$ cat src/hdl/ufb_pkg.sv
// Shared types, constants and header byte lookup for the UDP/IPv4 frame builder.
// Used by ufb_front, ufb_fifo, ufb_back and udp_ipv4_frame_builder.
`timescale 1ns / 1ps

package ufb_pkg;

	localparam int MAC_W      = 48;
	localparam int IP_W       = 32;
	localparam int PORT_W     = 16;
	localparam int PLEN_W     = 10;
	localparam int BYTE_W     = 8;
	localparam int LEN_W      = PLEN_W + 1;
	localparam int SUM_PART_W = 18;
	localparam int SUM_W      = 19;
	localparam int HDR_BYTES  = 42;
	localparam int HDR_IDX_W  = 6;

	localparam int S_TDATA_W  = 120;
	localparam int M_TDATA_W  = 8;
	localparam int CFG_IDX_W  = 2;
	localparam int CFG_DATA_W = 48;

	localparam int MAX_FRAME_BYTES_DEF = 1024;
	localparam int FIFO_DEPTH_DEF      = 4;

	// input item kinds
	localparam logic OP_START   = 1'b0;
	localparam logic OP_PAYLOAD = 1'b1;

	// configuration register indexes
	localparam logic [CFG_IDX_W-1:0] CFG_SOURCE_MAC  = 2'd0;
	localparam logic [CFG_IDX_W-1:0] CFG_SOURCE_IP   = 2'd1;
	localparam logic [CFG_IDX_W-1:0] CFG_SOURCE_PORT = 2'd2;

	localparam logic [15:0] ETHERTYPE_IPV4 = 16'h0800;
	localparam logic [7:0]  IP_VER_IHL     = 8'h45;
	localparam logic [7:0]  IP_FLAGS_DF    = 8'h40;
	localparam logic [7:0]  IP_TTL         = 8'h40;
	localparam logic [7:0]  IP_PROTO_UDP   = 8'h11;
	localparam logic [15:0] IP_LEN_BASE    = 16'd28;
	localparam logic [15:0] UDP_LEN_BASE   = 16'd8;

	localparam logic [HDR_IDX_W-1:0] HDR_LAST_IDX = HDR_IDX_W'(HDR_BYTES - 1);

	// checksum contribution of the fixed IP header words plus the length base
	localparam logic [SUM_PART_W-1:0] CSUM_FIXED =
		SUM_PART_W'({IP_VER_IHL, 8'h00}) + SUM_PART_W'({IP_FLAGS_DF, 8'h00}) +
		SUM_PART_W'({IP_TTL, IP_PROTO_UDP}) + SUM_PART_W'(IP_LEN_BASE);

	typedef enum logic [1:0] {
		CMD_HDR,
		CMD_DATA,
		CMD_ERR
	} ufb_cmd_kind_t;

	typedef enum logic {
		ST_IDLE,
		ST_HDR
	} ufb_back_state_t;

	typedef struct packed {
		ufb_cmd_kind_t           kind;
		logic [MAC_W-1:0]        dst_mac;
		logic [IP_W-1:0]         dest_ip;
		logic [PORT_W-1:0]       dst_port;
		logic [PLEN_W-1:0]       plen;
		logic [BYTE_W-1:0]       data;
		logic                    last;
		logic [SUM_PART_W-1:0]   csum_part;
	} ufb_cmd_t;

	typedef struct packed {
		logic [MAC_W-1:0]  source_mac;
		logic [IP_W-1:0]   source_ip;
		logic [PORT_W-1:0] source_port;
	} ufb_cfg_t;

	function automatic logic [BYTE_W-1:0] hdr_byte(
		input logic [HDR_IDX_W-1:0] idx,
		input ufb_cfg_t             cfg,
		input logic [MAC_W-1:0]     dmac,
		input logic [IP_W-1:0]      dip,
		input logic [PORT_W-1:0]    dport,
		input logic [PLEN_W-1:0]    plen,
		input logic [15:0]          csum
	);
		logic [15:0] tot_len;
		logic [15:0] udp_len;
		logic [BYTE_W-1:0] b;
		tot_len = IP_LEN_BASE + 16'(plen);
		udp_len = UDP_LEN_BASE + 16'(plen);
		unique case (idx)
			6'd0:  b = dmac[47:40];
			6'd1:  b = dmac[39:32];
			6'd2:  b = dmac[31:24];
			6'd3:  b = dmac[23:16];
			6'd4:  b = dmac[15:8];
			6'd5:  b = dmac[7:0];
			6'd6:  b = cfg.source_mac[47:40];
			6'd7:  b = cfg.source_mac[39:32];
			6'd8:  b = cfg.source_mac[31:24];
			6'd9:  b = cfg.source_mac[23:16];
			6'd10: b = cfg.source_mac[15:8];
			6'd11: b = cfg.source_mac[7:0];
			6'd12: b = ETHERTYPE_IPV4[15:8];
			6'd13: b = ETHERTYPE_IPV4[7:0];
			6'd14: b = IP_VER_IHL;
			6'd16: b = tot_len[15:8];
			6'd17: b = tot_len[7:0];
			6'd20: b = IP_FLAGS_DF;
			6'd22: b = IP_TTL;
			6'd23: b = IP_PROTO_UDP;
			6'd24: b = csum[15:8];
			6'd25: b = csum[7:0];
			6'd26: b = cfg.source_ip[31:24];
			6'd27: b = cfg.source_ip[23:16];
			6'd28: b = cfg.source_ip[15:8];
			6'd29: b = cfg.source_ip[7:0];
			6'd30: b = dip[31:24];
			6'd31: b = dip[23:16];
			6'd32: b = dip[15:8];
			6'd33: b = dip[7:0];
			6'd34: b = cfg.source_port[15:8];
			6'd35: b = cfg.source_port[7:0];
			6'd36: b = dport[15:8];
			6'd37: b = dport[7:0];
			6'd38: b = udp_len[15:8];
			6'd39: b = udp_len[7:0];
			default: b = 8'h00;
		endcase
		return b;
	endfunction

endpackage

$ cat src/hdl/ufb_front.sv
// Front end: accepts input items, tracks the open packet and classifies each item.
// Depends on ufb_pkg.
`timescale 1ns / 1ps

module ufb_front #(
	parameter int MAX_FRAME_BYTES = ufb_pkg::MAX_FRAME_BYTES_DEF
) (
	input  logic                           clk,
	input  logic                           arst_n,
	input  logic                           s_tvalid,
	output logic                           s_tready,
	// dst_mac, dest_ip, dst_port, pay_len, payload_byte, zero fill
	input  logic [ufb_pkg::S_TDATA_W-1:0]  s_tdata,
	// operation
	input  logic                           s_tuser,
	output logic                           cmd_valid,
	input  logic                           cmd_ready,
	output ufb_pkg::ufb_cmd_t              cmd
);
	import ufb_pkg::*;

	logic [MAC_W-1:0]  in_mac;
	logic [IP_W-1:0]   in_ip;
	logic [PORT_W-1:0] in_port;
	logic [PLEN_W-1:0] in_plen;
	logic [BYTE_W-1:0] in_byte;

	logic              open_q;
	logic [PLEN_W-1:0] rem_q;
	logic              open_d;
	logic [PLEN_W-1:0] rem_d;
	logic [PLEN_W-1:0] rem_dec;
	logic              oversize;
	logic              accept;
	ufb_cmd_t          cmd_d;
	ufb_cmd_t          cmd_s1;
	logic              valid_s1;

	assign in_mac  = s_tdata[47:0];
	assign in_ip   = s_tdata[79:48];
	assign in_port = s_tdata[95:80];
	assign in_plen = s_tdata[105:96];
	assign in_byte = s_tdata[113:106];

	assign s_tready = !valid_s1 || cmd_ready;
	assign accept   = s_tvalid && s_tready;
	assign rem_dec  = rem_q - PLEN_W'(1);
	assign oversize = (LEN_W'(in_plen) + LEN_W'(HDR_BYTES)) > LEN_W'(MAX_FRAME_BYTES);

	always_comb begin
		cmd_d.kind      = CMD_ERR;
		cmd_d.dst_mac   = in_mac;
		cmd_d.dest_ip   = in_ip;
		cmd_d.dst_port  = in_port;
		cmd_d.plen      = in_plen;
		cmd_d.data      = in_byte;
		cmd_d.last      = 1'b0;
		cmd_d.csum_part = SUM_PART_W'(in_ip[31:16]) + SUM_PART_W'(in_ip[15:0]) +
			SUM_PART_W'(in_plen) + CSUM_FIXED;
		open_d = open_q;
		rem_d  = rem_q;
		if (s_tuser == OP_PAYLOAD) begin
			if (open_q) begin
				cmd_d.kind = CMD_DATA;
				cmd_d.last = (rem_dec == '0);
				open_d     = (rem_dec != '0);
				rem_d      = rem_dec;
			end
		end else begin
			// a new start drops any open packet
			open_d = 1'b0;
			rem_d  = '0;
			if (!oversize) begin
				cmd_d.kind = CMD_HDR;
				cmd_d.last = (in_plen == '0);
				if (in_plen != '0) begin
					open_d = 1'b1;
					rem_d  = in_plen;
				end
			end
		end
	end

	always_ff @(posedge clk or negedge arst_n) begin
		if (!arst_n) begin
			open_q   <= 1'b0;
			rem_q    <= '0;
			valid_s1 <= 1'b0;
		end else begin
			if (accept) begin
				open_q <= open_d;
				rem_q  <= rem_d;
			end
			if (s_tready) begin
				valid_s1 <= s_tvalid;
			end
		end
	end

	always_ff @(posedge clk) begin
		if (accept) begin
			cmd_s1 <= cmd_d;
		end
	end

	assign cmd_valid = valid_s1;
	assign cmd       = cmd_s1;

endmodule

$ cat src/hdl/ufb_fifo.sv
// Short command queue between the front end and the frame sequencer.
// Depends on ufb_pkg.
`timescale 1ns / 1ps

module ufb_fifo #(
	parameter int DEPTH = ufb_pkg::FIFO_DEPTH_DEF
) (
	input  logic              clk,
	input  logic              arst_n,
	input  logic              in_valid,
	output logic              in_ready,
	input  ufb_pkg::ufb_cmd_t in_cmd,
	output logic              out_valid,
	input  logic              out_ready,
	output ufb_pkg::ufb_cmd_t out_cmd
);
	import ufb_pkg::*;

	localparam int PTR_W = (DEPTH > 1) ? $clog2(DEPTH) : 1;
	localparam int CNT_W = $clog2(DEPTH + 1);

	ufb_cmd_t         mem_q [DEPTH];
	logic [PTR_W-1:0] wr_ptr_q;
	logic [PTR_W-1:0] rd_ptr_q;
	logic [CNT_W-1:0] count_q;
	logic             push;
	logic             pop;

	assign in_ready  = (count_q != CNT_W'(DEPTH));
	assign out_valid = (count_q != '0);
	assign push      = in_valid && in_ready;
	assign pop       = out_valid && out_ready;
	assign out_cmd   = mem_q[rd_ptr_q];

	always_ff @(posedge clk or negedge arst_n) begin
		if (!arst_n) begin
			wr_ptr_q <= '0;
			rd_ptr_q <= '0;
			count_q  <= '0;
		end else begin
			if (push) begin
				wr_ptr_q <= (wr_ptr_q == PTR_W'(DEPTH - 1)) ? '0 : wr_ptr_q + PTR_W'(1);
			end
			if (pop) begin
				rd_ptr_q <= (rd_ptr_q == PTR_W'(DEPTH - 1)) ? '0 : rd_ptr_q + PTR_W'(1);
			end
			if (push && !pop) begin
				count_q <= count_q + CNT_W'(1);
			end else if (pop && !push) begin
				count_q <= count_q - CNT_W'(1);
			end
		end
	end

	always_ff @(posedge clk) begin
		if (push) begin
			mem_q[wr_ptr_q] <= in_cmd;
		end
	end

endmodule

$ cat src/hdl/ufb_back.sv
// Back end: header byte sequencer, checksum fold and output register.
// Depends on ufb_pkg.
`timescale 1ns / 1ps

module ufb_back (
	input  logic                          clk,
	input  logic                          arst_n,
	input  ufb_pkg::ufb_cfg_t             cfg,
	input  logic                          cmd_valid,
	output logic                          cmd_ready,
	input  ufb_pkg::ufb_cmd_t             cmd,
	output logic                          m_tvalid,
	input  logic                          m_tready,
	// frame_byte
	output logic [ufb_pkg::M_TDATA_W-1:0] m_tdata,
	output logic                          m_tlast,
	// error
	output logic                          m_tuser
);
	import ufb_pkg::*;

	ufb_back_state_t      state_q;
	ufb_back_state_t      state_d;
	logic [HDR_IDX_W-1:0] idx_q;
	logic [MAC_W-1:0]     dmac_q;
	logic [IP_W-1:0]      dip_q;
	logic [PORT_W-1:0]    dport_q;
	logic [PLEN_W-1:0]    plen_q;
	logic [SUM_W-1:0]     sum_q;

	logic                 valid_q;
	logic [BYTE_W-1:0]    byte_q;
	logic                 last_q;
	logic                 err_q;

	logic                 out_free;
	logic                 load;
	logic                 pop;
	logic [BYTE_W-1:0]    byte_d;
	logic                 last_d;
	logic                 err_d;

	assign out_free = !valid_q || m_tready;
	assign pop      = cmd_valid && cmd_ready;

	always_comb begin
		state_d = state_q;
		unique case (state_q)
			ST_IDLE: begin
				if (pop && cmd.kind == CMD_HDR) begin
					state_d = ST_HDR;
				end
			end
			ST_HDR: begin
				if (out_free && idx_q == HDR_LAST_IDX) begin
					state_d = ST_IDLE;
				end
			end
			default: state_d = ST_IDLE;
		endcase
	end

	always_comb begin
		cmd_ready = 1'b0;
		load      = 1'b0;
		byte_d    = '0;
		last_d    = 1'b0;
		err_d     = 1'b0;
		unique case (state_q)
			ST_IDLE: begin
				cmd_ready = out_free;
				load      = cmd_valid && out_free;
				unique case (cmd.kind)
					CMD_HDR:  byte_d = cmd.dst_mac[47:40];
					CMD_DATA: begin
						byte_d = cmd.data;
						last_d = cmd.last;
					end
					default:  err_d = 1'b1;
				endcase
			end
			ST_HDR: begin
				load   = out_free;
				byte_d = hdr_byte(idx_q, cfg, dmac_q, dip_q, dport_q, plen_q, ~sum_q[15:0]);
				last_d = (idx_q == HDR_LAST_IDX) && (plen_q == '0);
			end
			default: ;
		endcase
	end

	always_ff @(posedge clk or negedge arst_n) begin
		if (!arst_n) begin
			state_q <= ST_IDLE;
			valid_q <= 1'b0;
			idx_q   <= '0;
		end else begin
			state_q <= state_d;
			if (out_free) begin
				valid_q <= load;
			end
			if (pop) begin
				idx_q <= HDR_IDX_W'(1);
			end else if (state_q == ST_HDR && out_free) begin
				idx_q <= idx_q + HDR_IDX_W'(1);
			end
		end
	end

	always_ff @(posedge clk) begin
		if (load) begin
			byte_q <= byte_d;
			last_q <= last_d;
			err_q  <= err_d;
		end
		if (pop) begin
			dmac_q  <= cmd.dst_mac;
			dip_q   <= cmd.dest_ip;
			dport_q <= cmd.dst_port;
			plen_q  <= cmd.plen;
			sum_q   <= SUM_W'(cmd.csum_part) + SUM_W'(cfg.source_ip[31:16]) +
				SUM_W'(cfg.source_ip[15:0]);
		end else if (state_q == ST_HDR) begin
			// end-around carry fold; settles long before the checksum bytes go out
			sum_q <= SUM_W'(sum_q[15:0]) + SUM_W'(sum_q[SUM_W-1:16]);
		end
	end

	assign m_tvalid = valid_q;
	assign m_tdata  = byte_q;
	assign m_tlast  = last_q;
	assign m_tuser  = err_q;

endmodule

$ cat src/hdl/udp_ipv4_frame_builder.sv
// Accepted items pass the front stage register, the command queue and the output register. One
// result per cycle unless m_tready stalls it; the header sequencer yields 42 header bytes per start
// item, one error result per oversize start or stray payload item; payload bytes pass one per cycle.
// Input is taken every cycle until the command queue (FIFO_DEPTH entries) fills.
// Reset (arst_n low) clears the configuration registers, the open-packet state and the queue.
`timescale 1ns / 1ps

module udp_ipv4_frame_builder #(
	parameter int MAX_FRAME_BYTES = ufb_pkg::MAX_FRAME_BYTES_DEF,
	parameter int FIFO_DEPTH      = ufb_pkg::FIFO_DEPTH_DEF
) (
	input  logic                           clk,
	input  logic                           arst_n,
	input  logic                           cfg_we,
	input  logic [ufb_pkg::CFG_IDX_W-1:0]  cfg_index,
	input  logic [ufb_pkg::CFG_DATA_W-1:0] cfg_data,
	input  logic                           s_tvalid,
	output logic                           s_tready,
	// dst_mac, dest_ip, dst_port, pay_len, payload_byte, zero fill
	input  logic [ufb_pkg::S_TDATA_W-1:0]  s_tdata,
	// operation
	input  logic                           s_tuser,
	output logic                           m_tvalid,
	input  logic                           m_tready,
	// frame_byte
	output logic [ufb_pkg::M_TDATA_W-1:0]  m_tdata,
	output logic                           m_tlast,
	// error
	output logic                           m_tuser
);
	import ufb_pkg::*;

	ufb_cfg_t cfg_q;
	ufb_cmd_t front_cmd;
	ufb_cmd_t back_cmd;
	logic     front_valid;
	logic     front_ready;
	logic     back_valid;
	logic     back_ready;

	always_ff @(posedge clk or negedge arst_n) begin
		if (!arst_n) begin
			cfg_q <= '0;
		end else if (cfg_we) begin
			unique case (cfg_index)
				CFG_SOURCE_MAC:  cfg_q.source_mac  <= cfg_data[MAC_W-1:0];
				CFG_SOURCE_IP:   cfg_q.source_ip   <= cfg_data[IP_W-1:0];
				CFG_SOURCE_PORT: cfg_q.source_port <= cfg_data[PORT_W-1:0];
				default: ;
			endcase
		end
	end

	ufb_front #(
		.MAX_FRAME_BYTES(MAX_FRAME_BYTES)
	) u_front (
		.clk      (clk),
		.arst_n   (arst_n),
		.s_tvalid (s_tvalid),
		.s_tready (s_tready),
		.s_tdata  (s_tdata),
		.s_tuser  (s_tuser),
		.cmd_valid(front_valid),
		.cmd_ready(front_ready),
		.cmd      (front_cmd)
	);

	ufb_fifo #(
		.DEPTH(FIFO_DEPTH)
	) u_fifo (
		.clk      (clk),
		.arst_n   (arst_n),
		.in_valid (front_valid),
		.in_ready (front_ready),
		.in_cmd   (front_cmd),
		.out_valid(back_valid),
		.out_ready(back_ready),
		.out_cmd  (back_cmd)
	);

	ufb_back u_back (
		.clk      (clk),
		.arst_n   (arst_n),
		.cfg      (cfg_q),
		.cmd_valid(back_valid),
		.cmd_ready(back_ready),
		.cmd      (back_cmd),
		.m_tvalid (m_tvalid),
		.m_tready (m_tready),
		.m_tdata  (m_tdata),
		.m_tlast  (m_tlast),
		.m_tuser  (m_tuser)
	);

	// an error result never closes a frame
	a_err_not_last: assert property (@(posedge clk) disable iff (!arst_n)
		m_tvalid && m_tuser |-> !m_tlast)
		else $error("error result flagged as last");

	// a held front stage must stall the input
	a_front_stall: assert property (@(posedge clk) disable iff (!arst_n)
		front_valid && !front_ready |-> !s_tready)
		else $error("input taken while front stage blocked");

	// the queue is only drained into a free output register
	a_pop_free: assert property (@(posedge clk) disable iff (!arst_n)
		back_valid && back_ready |-> !m_tvalid || m_tready)
		else $error("command popped while output register held");

endmodule
$ cat config.mk
export PLATFORM = sky130hd
export DESIGN_NAME = udp_ipv4_frame_builder
export DESIGN_NICKNAME = d
export VERILOG_FILES = /design/src/hdl/ufb_pkg.sv /design/src/hdl/ufb_front.sv /design/src/hdl/ufb_fifo.sv /design/src/hdl/ufb_back.sv /design/src/hdl/udp_ipv4_frame_builder.sv
export SDC_FILE = /design/constraint.sdc
export NUM_CORES = 1
export LEC_CHECK = 0
export BUFFER_PORTS_ARGS = -buffer_cell sky130_fd_sc_hd__buf_2
export CAP_MARGIN = 20
export CORE_ASPECT_RATIO = 0.7
export CORE_MARGIN = 2
export CORE_UTILIZATION = 55
export CTS_BUF_LIST = sky130_fd_sc_hd__clkbuf_16
export CTS_CLUSTER_DIAMETER = 200
export DETAILED_ROUTE_END_ITERATION = 7
export PLACE_DENSITY_LB_ADDON = 0.3
export SYNTH_ARGS = -nofsm -noshare
export SYNTH_HDL_FRONTEND = slang
export SYNTH_SLANG_ARGS = --single-unit
export TNS_END_PERCENT = 5
$ cat constraint.sdc
create_clock -name clk -period 5.35 [get_ports clk]
set_clock_uncertainty 0.05 [all_clocks]
set_input_delay 0.2675 -clock clk [delete_from_list [all_inputs] [get_ports clk]]
set_output_delay 0.2675 -clock clk [all_outputs]
set_load 0.05 [all_outputs]
==> results.json <==
{
  "routed_wl_um": 102000,
  "row_count": 80,
  "post_drt_wl_per_cell_um": 29.2,
  "min_period_ns": 4.29,
  "synthCells": 2124,
  "worst_pin_slew_ns": 1.10,
  "clk_latency_ns": 0.67,
  "syn_to_final_growth_pct": 17.4,
  "grt_pass1_vias": 21400,
  "ys_types": 96,
  "clockBufferDepth": 3,
  "final-hold-violation-count": 0,
  "critical_path.max_fanout": 22,
  "avgSynthCellArea_um2": 18.0,
  "io_pins": 188,
  "rsz0062_at_grt": "false",
  "vdd_ir_drop_max_mv": 0.297,
  "intPower_mw": 16.2,
  "timing.final.crit_share_pct": 80.2,
  "syn_nets": 2398,
  "grt.total_usage_pct": 29.0,
  "synth_warnings": 0,
  "dp_hpwl_um": 68500,
  "fin_cells": 3500,
  "worst_setup_path_end_kind": "flop",
  "slew_viol_final": 0,
  "drive_gt1_share_pct": 24.1,
  "viasPerCell": 6.19,
  "sw_frac_of_total_pct": 32.9,
  "gr-max-usage-layer": "met2",
  "netlist_area_um2": 38200,
  "grt_max_degree": 84,
  "drc": 0,
  "startpoint_type": "flop",
  "fmax_mhz": 233,
  "place.gp.congestion": 1.01,
  "post-place-ws_ns": 1.04,
  "yosysSeqAreaShare_pct": 71.8,
  "pwr-share-comb_pct": 28.5,
  "clk_pin_slew_worst_paths_ns": 0.07,
  "synth_edf_count": 810,
  "final.setup.tns_ns": 0,
  "async_flop_share_pct": 13.2,
  "grt_use_met2_pct": 43.5,
  "core_um2": 68400,
  "worst_slew_margin_rel_pct": 26.3,
  "overflow": 0,
  "cts_tree": "built",
  "die_h_um": 224,
  "setup_violations": 0,
  "fin_ws_ns": 1.06,
  "p_leak_nw": 15.9,
  "root_buffer": "clkbuf_16",
  "grt_util_met3_pct": 8.42,
  "crit_arrival_ns": 4.63,
  "status": "finished, final reports clean",
  "antenna_found_initial": 4,
  "grt_pass1_wl_um": 148000,
  "final_core_util_pct": 65.5,
  "placed_cells": 3172,
  "cts_buffers": 87,
  "num-nets-final": 2800,
  "cp.required_ns": 5.69,
  "crit_type": "flop to flop",
  "synth_flop_cell": "edfxtp_1",
  "cts_num_sinks": 933,
  "start_util_pct": 55.8,
  "vias": 21700,
  "netSwitchingPower_mw": 7.95,
  "htree_levels": 3,
  "p_seq_share_pct": 45.6,
  "drt_iter0_drc": 2318,
  "diodes": 0,
  "fill_cells": 4511,
  "die_area_um2": 71600,
  "die_w_um": 319,
  "finalPower_mw": 24.1,
  "grt_util_met1_pct": 42.0,
  "hp-class": "input pin to asynchronous set/reset pin",
  "first_pass_iters": 8,
  "ys_ff_latch": 933,
  "clkPwrFrac_pct": 25.9,
  "ant_nets": 0,
  "powerDensity_nw_per_um2": 539,
  "drv_cap": 0,
  "portBuffers": 181
}
[worst paths after layout]
check / from / slack (ns) / end / depth (start not counted)
max reg2reg: u_fifo.rd_ptr_q[0]$_DFFE_PN0P_ / 1.06 / u_back.sum_q[9]$_DFFE_PP_ / 12
min: arst_n / 0.15 / cfg_q[15]$_DFFE_PN0P_ / 2
min in group clk: s_tdata[27] / 0.26 / u_front.cmd[112]$_DFFE_PP_ / 2
max: u_fifo.rd_ptr_q[0]$_DFFE_PN0P_ / 1.06 / u_back.sum_q[9]$_DFFE_PP_ / 12
min reg2reg: u_front.cmd[89]$_DFFE_PP_ / 0.44 / u_fifo.mem_q[2][89]$_DFFE_PP_ / 0
max in group asynchronous: arst_n / 3.89 / cfg_q[27]$_DFFE_PN0P_ / 3
[repair_timing]
item	4_1_cts	5_1_grt
gates resized for setup	0	0
buffers inserted	0	0
endpoints found under the hold margin	287	0
hold buffers	166	0
setup endpoints to repair	0	0
[placed cells by master, fill, tap and decap left out, types with 55 or more instances in the layout]
cell,count
mux4_2,135
nor2_1,74
dlygate4sd3_1,166
ha_1,77
nand2_1,84
inv_1,81
buf_2,180
edfxtp_1,810
a21oi_1,55
dfrtp_1,121
clkbuf_16,87
mux2_2,97
[cell usage after synthesis, types with 6 or more instances]
| library cell | count | share of area [%] |
|---|---|---|
| a21o_1 | 14 | 0.28 |
| a21oi_1 | 55 | 0.72 |
| a221oi_1 | 17 | 0.39 |
| a22o_1 | 10 | 0.23 |
| a22oi_1 | 50 | 0.98 |
| a32oi_1 | 8 | 0.18 |
| and2_1 | 7 | 0.11 |
| and3_1 | 6 | 0.098 |
| buf_1 | 6 | 0.059 |
| buf_2 | 27 | 0.35 |
| clkbuf_1 | 28 | 0.28 |
| dfrtp_1 | 123 | 8.1 |
| edfxtp_1 | 810 | 64 |
| fa_1 | 21 | 1.1 |
| ha_1 | 77 | 2.5 |
| inv_1 | 69 | 0.68 |
| mux2_2 | 97 | 2.9 |
| mux2i_1 | 9 | 0.24 |
| mux4_2 | 135 | 8.0 |
| nand2_1 | 84 | 0.83 |
| nand2b_1 | 18 | 0.30 |
| nand3_1 | 30 | 0.39 |
| nand4_1 | 14 | 0.23 |
| nor2_1 | 74 | 0.73 |
| nor2_2 | 11 | 0.18 |
| nor2b_1 | 14 | 0.23 |
| nor3_1 | 22 | 0.29 |
| nor3b_1 | 7 | 0.14 |
| nor4_1 | 9 | 0.15 |
| o21a_1 | 6 | 0.12 |
| o21ai_0 | 47 | 0.62 |
| o21ai_1 | 14 | 0.18 |
| o21bai_1 | 8 | 0.16 |
| o22ai_1 | 10 | 0.16 |
| o2bb2ai_1 | 8 | 0.18 |
| o31ai_1 | 7 | 0.14 |
| or3_1 | 7 | 0.11 |
| xnor2_1 | 38 | 0.87 |
| xor2_1 | 25 | 0.57 |
[stage by stage]
step / hold WS [ns] / cell area [um2]
after floorplan: -0.0781 / 38200
after global placement: 0.271 / 40200
after detailed placement: 0.279 / 40200
after CTS: 0.156 / 44800
after global routing: 0.203 / 44800
final: 0.153 / 44800
[critical path: stages, from the launching register on]
cell and delay (ns):
dfrtp_4 0.68, mux4_2 0.59, fa_1 0.50, ha_1 0.16
inv_1 0.06, fa_1 0.46, nor2b_1 0.12, o21ai_0 0.10
a21boi_1 0.47, o21ai_0 0.19, a21boi_0 0.38, or3_1 0.17
nand3_1 0.07
[cell families after synthesis]
family,after synthesis,share of synthesized area (%)
flip-flops,933,71.8
AND/OR/NAND/NOR,328,4.39
AO/OA/AOI/OAI,322,6.11
multiplexers,241,11.1
buffers and inverters,138,1.53
adder cells (fa/ha/maj),98,3.63
XOR/XNOR,64,1.49
[metal layers]
| layer | vias up | routed length, um |
|---|---|---|
| met3 | 159 | 9740 |
| met2 | 1049 | 46600 |
| met5 | - | 35 |
| met1 | 11200 | 43000 |
| met4 | 6 | 2790 |
| li1 | 9279 | - |
[sequential cells by signal (all words and copies together), names as in the netlist, 2 cells and up]
| register | count |
|---|---|
| cfg_q | 96 |
| u_back.dip_q | 32 |
| u_back.dmac_q | 48 |
| u_back.dport_q | 16 |
| u_back.idx_q | 6 |
| u_back.m_tdata | 8 |
| u_back.plen_q | 10 |
| u_back.sum_q | 19 |
| u_fifo.count_q | 3 |
| u_fifo.mem_q | 540 |
| u_fifo.rd_ptr_q | 2 |
| u_fifo.wr_ptr_q | 2 |
| u_front.cmd | 135 |
| u_front.rem_q | 10 |
[power groups by stage]
stage	Sequential [mW]	Clock, mW	Combinational, mW
2_1_floorplan	10.8	0	4.59
3_3_place_gp	11.0	0	6.56
3_5_place_dp	11.1	0	6.64
4_1_cts	11.0	6.34	6.79
5_1_grt	11.1	6.62	7.37
6_report	11.0	6.26	6.87
[final cells by class]
class / instances / area (um2) / area share, %
Clock buffer: 87 / 2180 / 4.86
Clock inverter: 74 / 734 / 1.64
Inverter: 70 / 265 / 0.592
Multi-Input combinational cell: 1053 / 10200 / 22.8
Sequential cell: 933 / 27400 / 61.2
Tap cell: 902 / 1130 / 2.52
Timing Repair Buffer: 381 / 2870 / 6.42
Power figures use the tool's default switching activity.
